<file path="src/occd_pkg.sv">
package occd_pkg;

   localparam int MAX_WORDS  = 128;
   localparam int CNT_W      = $clog2(MAX_WORDS + 2);
   localparam int FIFO_DEPTH = 2;
   localparam int FIFO_AW    = (FIFO_DEPTH > 1) ? $clog2(FIFO_DEPTH) : 1;
   localparam int FIFO_CW    = $clog2(FIFO_DEPTH + 1);
   localparam logic [15:0] FOLD_MASK = 16'hffff;

   typedef struct packed {
      logic [31:0] word;
      logic        add;
      logic        last;
      logic        err;
      logic [31:0] seed;
   } entry_type;

endpackage

</file>
<file path="src/ones_complement_checksum_diff.sv">
// A final item passes through the queue and the b, c and output registers before its result shows.
// Throughput: one word per cycle from a two-entry queue into the accumulator; rsp_ready can stall.
// The fold and seed addition run in two registered stages behind the accumulator.
// Reset (synchronous, active high) clears the word count, accumulator, carry, queue and
// all valid flags; no result is pending after reset.
module ones_complement_checksum_diff (
   input  logic        clock,
   input  logic        reset,
   input  logic        req_valid,
   output logic        req_ready,
   input  logic [31:0] req_word,
   input  logic        req_invert,
   input  logic        req_word_present,
   input  logic        req_last,
   input  logic [31:0] req_seed,
   output logic        rsp_valid,
   input  logic        rsp_ready,
   output logic [31:0] rsp_checksum,
   output logic        rsp_status
);
   import occd_pkg::*;

   entry_type push_data;
   entry_type q_data;
   logic      push_valid, push_ready;
   logic      q_valid, q_ready;

   occd_front u_front (
      .clock            (clock),
      .reset            (reset),
      .req_valid        (req_valid),
      .req_ready        (req_ready),
      .req_word         (req_word),
      .req_invert       (req_invert),
      .req_word_present (req_word_present),
      .req_last         (req_last),
      .req_seed         (req_seed),
      .push_valid       (push_valid),
      .push_ready       (push_ready),
      .push_data        (push_data)
   );

   occd_fifo u_fifo (
      .clock     (clock),
      .reset     (reset),
      .in_valid  (push_valid),
      .in_ready  (push_ready),
      .in_data   (push_data),
      .out_valid (q_valid),
      .out_ready (q_ready),
      .out_data  (q_data)
   );

   occd_back u_back (
      .clock        (clock),
      .reset        (reset),
      .q_valid      (q_valid),
      .q_ready      (q_ready),
      .q_data       (q_data),
      .rsp_valid    (rsp_valid),
      .rsp_ready    (rsp_ready),
      .rsp_checksum (rsp_checksum),
      .rsp_status   (rsp_status)
   );

endmodule

</file>
<file path="src/occd_front.sv">
module occd_front (
   input  logic                clock,
   input  logic                reset,
   input  logic                req_valid,
   output logic                req_ready,
   input  logic [31:0]         req_word,
   input  logic                req_invert,
   input  logic                req_word_present,
   input  logic                req_last,
   input  logic [31:0]         req_seed,
   output logic                push_valid,
   input  logic                push_ready,
   output occd_pkg::entry_type push_data
);
   import occd_pkg::*;

   logic [CNT_W-1:0] cnt_ff;
   logic [CNT_W-1:0] cnt_in;
   logic [CNT_W-1:0] cnt_next;
   logic             accept;

   assign req_ready  = push_ready;
   assign accept     = req_valid && push_ready;
   assign push_valid = accept;

   always_comb begin
      if (req_word_present && (cnt_ff <= CNT_W'(MAX_WORDS))) begin
         cnt_next = cnt_ff + CNT_W'(1);
      end else begin
         cnt_next = cnt_ff;
      end
      push_data.word = req_invert ? ~req_word : req_word;
      push_data.add  = req_word_present && (cnt_next <= CNT_W'(MAX_WORDS));
      push_data.last = req_last;
      push_data.err  = cnt_next > CNT_W'(MAX_WORDS);
      push_data.seed = req_seed;
      cnt_in = cnt_ff;
      if (accept) begin
         cnt_in = req_last ? '0 : cnt_next;
      end
   end

   always_ff @(posedge clock) begin
      if (reset) begin
         cnt_ff <= '0;
      end else begin
         cnt_ff <= cnt_in;
      end
   end

   a_cnt_bound: assert property (@(posedge clock) disable iff (reset)
      cnt_ff <= CNT_W'(MAX_WORDS + 1))
      else $error("word count beyond saturation");

endmodule

</file>
<file path="src/occd_fifo.sv">
module occd_fifo (
   input  logic                clock,
   input  logic                reset,
   input  logic                in_valid,
   output logic                in_ready,
   input  occd_pkg::entry_type in_data,
   output logic                out_valid,
   input  logic                out_ready,
   output occd_pkg::entry_type out_data
);
   import occd_pkg::*;

   entry_type          mem_ff [FIFO_DEPTH];
   logic [FIFO_AW-1:0] wr_ptr_ff, wr_ptr_in;
   logic [FIFO_AW-1:0] rd_ptr_ff, rd_ptr_in;
   logic [FIFO_CW-1:0] cnt_ff, cnt_in;
   logic               push;
   logic               pop;

   assign in_ready  = cnt_ff != FIFO_CW'(FIFO_DEPTH);
   assign out_valid = cnt_ff != '0;
   assign out_data  = mem_ff[rd_ptr_ff];
   assign push      = in_valid && in_ready;
   assign pop       = out_valid && out_ready;

   always_comb begin
      wr_ptr_in = wr_ptr_ff;
      rd_ptr_in = rd_ptr_ff;
      cnt_in    = cnt_ff;
      if (push) begin
         wr_ptr_in = (wr_ptr_ff == FIFO_AW'(FIFO_DEPTH - 1)) ? '0 : wr_ptr_ff + FIFO_AW'(1);
      end
      if (pop) begin
         rd_ptr_in = (rd_ptr_ff == FIFO_AW'(FIFO_DEPTH - 1)) ? '0 : rd_ptr_ff + FIFO_AW'(1);
      end
      if (push && !pop) begin
         cnt_in = cnt_ff + FIFO_CW'(1);
      end else if (pop && !push) begin
         cnt_in = cnt_ff - FIFO_CW'(1);
      end
   end

   always_ff @(posedge clock) begin
      if (reset) begin
         wr_ptr_ff <= '0;
         rd_ptr_ff <= '0;
         cnt_ff    <= '0;
      end else begin
         wr_ptr_ff <= wr_ptr_in;
         rd_ptr_ff <= rd_ptr_in;
         cnt_ff    <= cnt_in;
      end
   end

   always_ff @(posedge clock) begin
      if (push) begin
         mem_ff[wr_ptr_ff] <= in_data;
      end
   end

   a_ptr_cnt: assert property (@(posedge clock) disable iff (reset)
      (wr_ptr_ff == rd_ptr_ff) |-> (cnt_ff == '0 || cnt_ff == FIFO_CW'(FIFO_DEPTH)))
      else $error("queue pointers disagree with fill count");

endmodule

</file>
<file path="src/occd_back.sv">
module occd_back (
   input  logic                clock,
   input  logic                reset,
   input  logic                q_valid,
   output logic                q_ready,
   input  occd_pkg::entry_type q_data,
   output logic                rsp_valid,
   input  logic                rsp_ready,
   output logic [31:0]         rsp_checksum,
   output logic                rsp_status
);
   import occd_pkg::*;

   typedef struct packed {
      logic        valid;
      logic        err;
      logic [31:0] acc;
      logic        carry;
      logic [31:0] seed;
   } raw_type;

   typedef struct packed {
      logic        valid;
      logic        err;
      logic [16:0] fold;
      logic [31:0] seed;
   } part_type;

   logic [31:0] acc_ff, acc_in;
   logic        carry_ff, carry_in;
   raw_type     b_ff, b_in;
   part_type    c_ff, c_in;
   logic        o_valid_ff, o_valid_in;
   logic [31:0] o_sum_ff, o_sum_in;
   logic        o_err_ff, o_err_in;

   logic        o_ready, c_ready, b_ready, pop;
   logic [31:0] acc_add, acc_next;
   logic        carry_next;
   logic [31:0] r0;
   logic [16:0] f2, f3;
   logic [32:0] s33;

   assign o_ready = !o_valid_ff || rsp_ready;
   assign c_ready = !c_ff.valid || o_ready;
   assign b_ready = !b_ff.valid || c_ready;
   assign q_ready = !q_data.last || b_ready;
   assign pop     = q_valid && q_ready;

   always_comb begin
      acc_add = acc_ff + {31'b0, carry_ff} + q_data.word;
      if (q_data.add) begin
         acc_next   = acc_add;
         carry_next = q_data.word > acc_add;
      end else begin
         acc_next   = acc_ff;
         carry_next = carry_ff;
      end

      acc_in   = acc_ff;
      carry_in = carry_ff;
      if (pop) begin
         acc_in   = q_data.last ? '0 : acc_next;
         carry_in = q_data.last ? 1'b0 : carry_next;
      end

      b_in = b_ff;
      if (b_ready) begin
         b_in.valid = pop && q_data.last;
         b_in.err   = q_data.err;
         b_in.acc   = acc_next;
         b_in.carry = carry_next;
         b_in.seed  = q_data.seed;
      end

      r0   = b_ff.acc + {31'b0, b_ff.carry};
      c_in = c_ff;
      if (c_ready) begin
         c_in.valid = b_ff.valid;
         c_in.err   = b_ff.err;
         c_in.fold  = {1'b0, r0[15:0] & FOLD_MASK} + {1'b0, r0[31:16]};
         c_in.seed  = b_ff.seed;
      end

      f2  = {1'b0, c_ff.fold[15:0]} + {16'b0, c_ff.fold[16]};
      f3  = {1'b0, f2[15:0]} + {16'b0, f2[16]};
      s33 = {1'b0, c_ff.seed} + {16'b0, f3};
      o_valid_in = o_valid_ff;
      o_sum_in   = o_sum_ff;
      o_err_in   = o_err_ff;
      if (o_ready) begin
         o_valid_in = c_ff.valid;
         o_err_in   = c_ff.err;
         o_sum_in   = c_ff.err ? '0 : s33[31:0] + {31'b0, s33[32]};
      end
   end

   always_ff @(posedge clock) begin
      if (reset) begin
         acc_ff     <= '0;
         carry_ff   <= 1'b0;
         b_ff.valid <= 1'b0;
         c_ff.valid <= 1'b0;
         o_valid_ff <= 1'b0;
      end else begin
         acc_ff     <= acc_in;
         carry_ff   <= carry_in;
         b_ff.valid <= b_in.valid;
         c_ff.valid <= c_in.valid;
         o_valid_ff <= o_valid_in;
      end
      b_ff.err   <= b_in.err;
      b_ff.acc   <= b_in.acc;
      b_ff.carry <= b_in.carry;
      b_ff.seed  <= b_in.seed;
      c_ff.err   <= c_in.err;
      c_ff.fold  <= c_in.fold;
      c_ff.seed  <= c_in.seed;
      o_sum_ff   <= o_sum_in;
      o_err_ff   <= o_err_in;
   end

   assign rsp_valid    = o_valid_ff;
   assign rsp_checksum = o_sum_ff;
   assign rsp_status   = o_err_ff;

   a_err_zero: assert property (@(posedge clock) disable iff (reset)
      (rsp_valid && rsp_status) |-> (rsp_checksum == '0))
      else $error("error transfer carries a non-zero checksum");

   a_acc_clear: assert property (@(posedge clock) disable iff (reset)
      (pop && q_data.last) |=> (acc_ff == '0 && !carry_ff))
      else $error("accumulator not cleared after final word");

   a_last_gate: assert property (@(posedge clock) disable iff (reset)
      (pop && q_data.last) |=> b_ff.valid)
      else $error("final word dropped before fold stage");

endmodule
</file>
<file path="config.mk">
export PLATFORM = sky130hd
export DESIGN_NAME = ones_complement_checksum_diff
export DESIGN_NICKNAME = d
export VERILOG_FILES = /design/src/occd_pkg.sv /design/src/ones_complement_checksum_diff.sv /design/src/occd_front.sv /design/src/occd_fifo.sv /design/src/occd_back.sv
export SDC_FILE = /design/constraint.sdc
export NUM_CORES = 1
export LEC_CHECK = 0
export ABC_AREA = 1
export BUFFER_PORTS_ARGS = -buffer_cell sky130_fd_sc_hd__buf_2
export CORE_ASPECT_RATIO = 0.5
export CORE_UTILIZATION = 35
export DETAILED_ROUTE_END_ITERATION = 12
export GPL_TIMING_DRIVEN = 0
export MAX_ROUTING_LAYER = met4
export PLACE_DENSITY = 0.52
export SYNTH_ARGS = -nofsm -noshare
export SYNTH_HDL_FRONTEND = slang
export SYNTH_SLANG_ARGS = --single-unit
export TNS_END_PERCENT = 20
</file>
<file path="constraint.sdc">
create_clock -name clock -period 6.5 [get_ports clock]
set_input_delay 0.65 -clock clock [delete_from_list [all_inputs] [get_ports clock]]
set_output_delay 0.65 -clock clock [all_outputs]
set_load 0.03 [all_outputs]
</file>
==> results.cfg <==
[sta]
worst_pin_slew_ns = 1.03
final.min_clock_period_ns = 5.63
clock-skew-final_ns = 0.0154
finalHoldViolCount = 0
setup-violations-final = 0
final-max-slew-violation-count = 0
timing.final.crit_share_pct = 86.6
timing.max_slew.rel_slack_pct = 31.3
worst_hold_slack_ns = 0.306
grt_setup_unrepaired = no
timing.fmax_ghz = 0.178
final.setup.worst_slack_ns = 0.870

[clock_network]
cts_made_buffers = 35
hold_buffers = 0
clock-sinks = 332
ctsHtreeMaxLevel = 2
cts_buffer_depth = 3
worstSkewPairLatency_ns = 0.53
clock_slew_at_the_register_clock_pins_of_the_worst_setup_and_hold_paths_ns = 0.07
cts_tree = built
post_cts_buffers = 0
cts.root.buffer_cell = clkbuf_16
post_cts.resized_instances = 0

[power]
ir_drop_uv = 197
power.density_nw_per_um2 = 518
leakage_uw = 0.00966
total_power_uw = 11500

[critical_path]
critPathRequiredTime_ns = 6.76
critical-path-slowest-cell = fa_1
cp_data_arrival_time_ns = 5.89
timing.setup.critical_path_class = reg -> reg
critPathBufInv = 1
worst-path-max-fanout = 5
critical_path.startpoint_type = flip-flop
endpoint_kind = flip-flop
critical-path-max-stage-delay_ns = 0.39
crit_top_cell = nor2_1
worst_path_dominant_cell_family = simple AND/OR/NAND/NOR gates

[yosys]
synth.avg_cell_area_um2 = 8.64
netlist.top_cell.by_area = edfxtp_1
netlist_area_um2 = 19500
synth_warnings = 0
synth-edff-count = 283
synthCells = 2252
netlist_top_cells_area = edfxtp_1 44%, nand2_1 13%, ha_1 6.5%
syn_nets = 2429
async_flop_share_pct = 0
synth_top_area_share_pct = 43.7
yosysUniqueCellTypes = 48
most_used_dff_post_synth = edfxtp_1
sequential_fraction_of_the_synthesis_area_pct = 48.7
yosys_register_bits = 332

[routing]
drt_pre_antenna_iters = 5
routed_wirelength_um = 47300
detail_route.iter0.violations = 847
drt_drc_violations_left = 0
wl_per_cell_um = 14.9
num_vias = 14800
ant_nets = 0
drt-vias-per-instance = 4.67

[layout]
final_common_cell = nand2_1
syn_to_final_growth_pct = 14.1
final-seq-area_um2 = 9480
area_occupied_by_multi_input_gates_um2 = 8920
antennaDiodeCount = 0
most-common-layout-cells = 678 x nand2_1, 283 x edfxtp_1, 221 x inv_1
drive_above_1_share_pct = 11.9
fin_nets = 2576
num-fill-cells = 5497

[place]
placement.io_buffers = 103
placement.setup.worst_slack_ns = 0.805
globalplace.congestion = 0.882
place_hpwl_um = 37200

[global_routing]
antenna_found_initial = 0
grt_first_pass_wirelength_um = 75500
maximum_number_of_pins_on_one_net_before_global_route_repair = 45
grt-ovfl-total = 0
first_global_vias = 14000
grt.total_usage_pct = 17.5

[die]
starting_utilization_of_the_core_area_pct = 35.8
fp.coreArea_um2 = 54300
die-area_um2 = 56600
die_width_um = 335
placementRows = 60
die_height_um = 169
boundaryPins = 106

[outcome]
status = completed

[hold_path]
hold_class = in -> reg

[flow_run]
drv_cap = 0
[cells in the mapped netlist (11+ instances only)]
library cell,count
a21oi_1,150
and2_1,18
clkbuf_1,35
dfxtp_1,49
edfxtp_1,283
ha_1,101
inv_1,223
inv_2,21
nand2_1,679
nand2_2,30
nand3_1,127
nand4_1,33
nor2_1,148
nor2_2,21
nor3_1,31
o21ai_0,57
o21ai_1,11
or2_2,19
xnor2_1,34
xor2_1,81
[layer usage]
layer  up-vias  wire, µm  GRT usage, %
li1       7806         -             -
met1      6659     23500          24.3
met2       261     20800          27.1
met3        64      2110          2.53
met4         0       961          3.95
met5         -         0             -
[metrics by stage]
stage | std cells | area [µm²] | util, % | setup TNS [ns]
after floorplan | 2252 | 19500 | - | 0
after global placement | 3099 | 20900 | 38.5 | -18.56
after detailed placement | 3106 | 21100 | 38.8 | 0
after CTS | 3169 | 22200 | 40.9 | 0
after global routing | 3169 | 22200 | 40.9 | 0
final | 3169 | 22200 | 40.9 | 0
[flip-flops by register name, indices dropped and copies added, names as in the netlist, named ones only]
name,cells
u_back.acc_ff,32
u_back.b_ff,67
u_back.c_ff,51
u_back.carry_ff,1
u_back.rsp_checksum,32
u_back.rsp_status,1
u_back.rsp_valid,1
u_fifo.cnt_ff,2
u_fifo.mem_ff,134
u_fifo.rd_ptr_ff,1
u_fifo.wr_ptr_ff,1
u_front.cnt_ff,8
[cell type report]
class / instances / area share [%]
Tap cell: 744 / 4.19
Clock inverter: 19 / 0.800
Sequential cell: 332 / 42.7
Multi-Input combinational cell: 1634 / 40.2
Clock buffer: 44 / 4.34
Timing Repair Buffer: 110 / 2.95
Inverter: 247 / 4.18
Buffer: 39 / 0.660
[where the power goes]
part | internal (µW) | switching, µW
registers | 3170 | 367
clock network | 1170 | 839
logic | 1900 | 4050
total | 6240 | 5260
[logic make-up (layout without fill, tap and decap cells)]
kind of cell,after synthesis,in the layout,synth area share (%)
simple gates,1151,1151,26.3
flops,332,332,48.7
buf+inv,286,459,5.52
compound gates,262,262,7.30
xor+xnor,115,115,5.18
fa+ha+maj,106,106,7.01
[path summary, 6_finish.rpt]
path	startpoint	end	slack, ns	cells after the start
setup / recovery	u_back.c_ff[48]$_DFFE_PP_	u_back.rsp_checksum[24]$_SDFFCE_PP0P_	0.87	34
hold / removal	req_seed[28]	u_fifo.mem_ff[1][28]$_DFFE_PP_	0.31	1
setup reg to reg	u_back.c_ff[48]$_DFFE_PP_	u_back.rsp_checksum[24]$_SDFFCE_PP0P_	0.87	34
hold reg to reg	u_back.b_ff[7]$_DFFE_PP_	u_back.c_ff[7]$_DFFE_PP_	0.42	0
(Power assumes the default switching activity.)
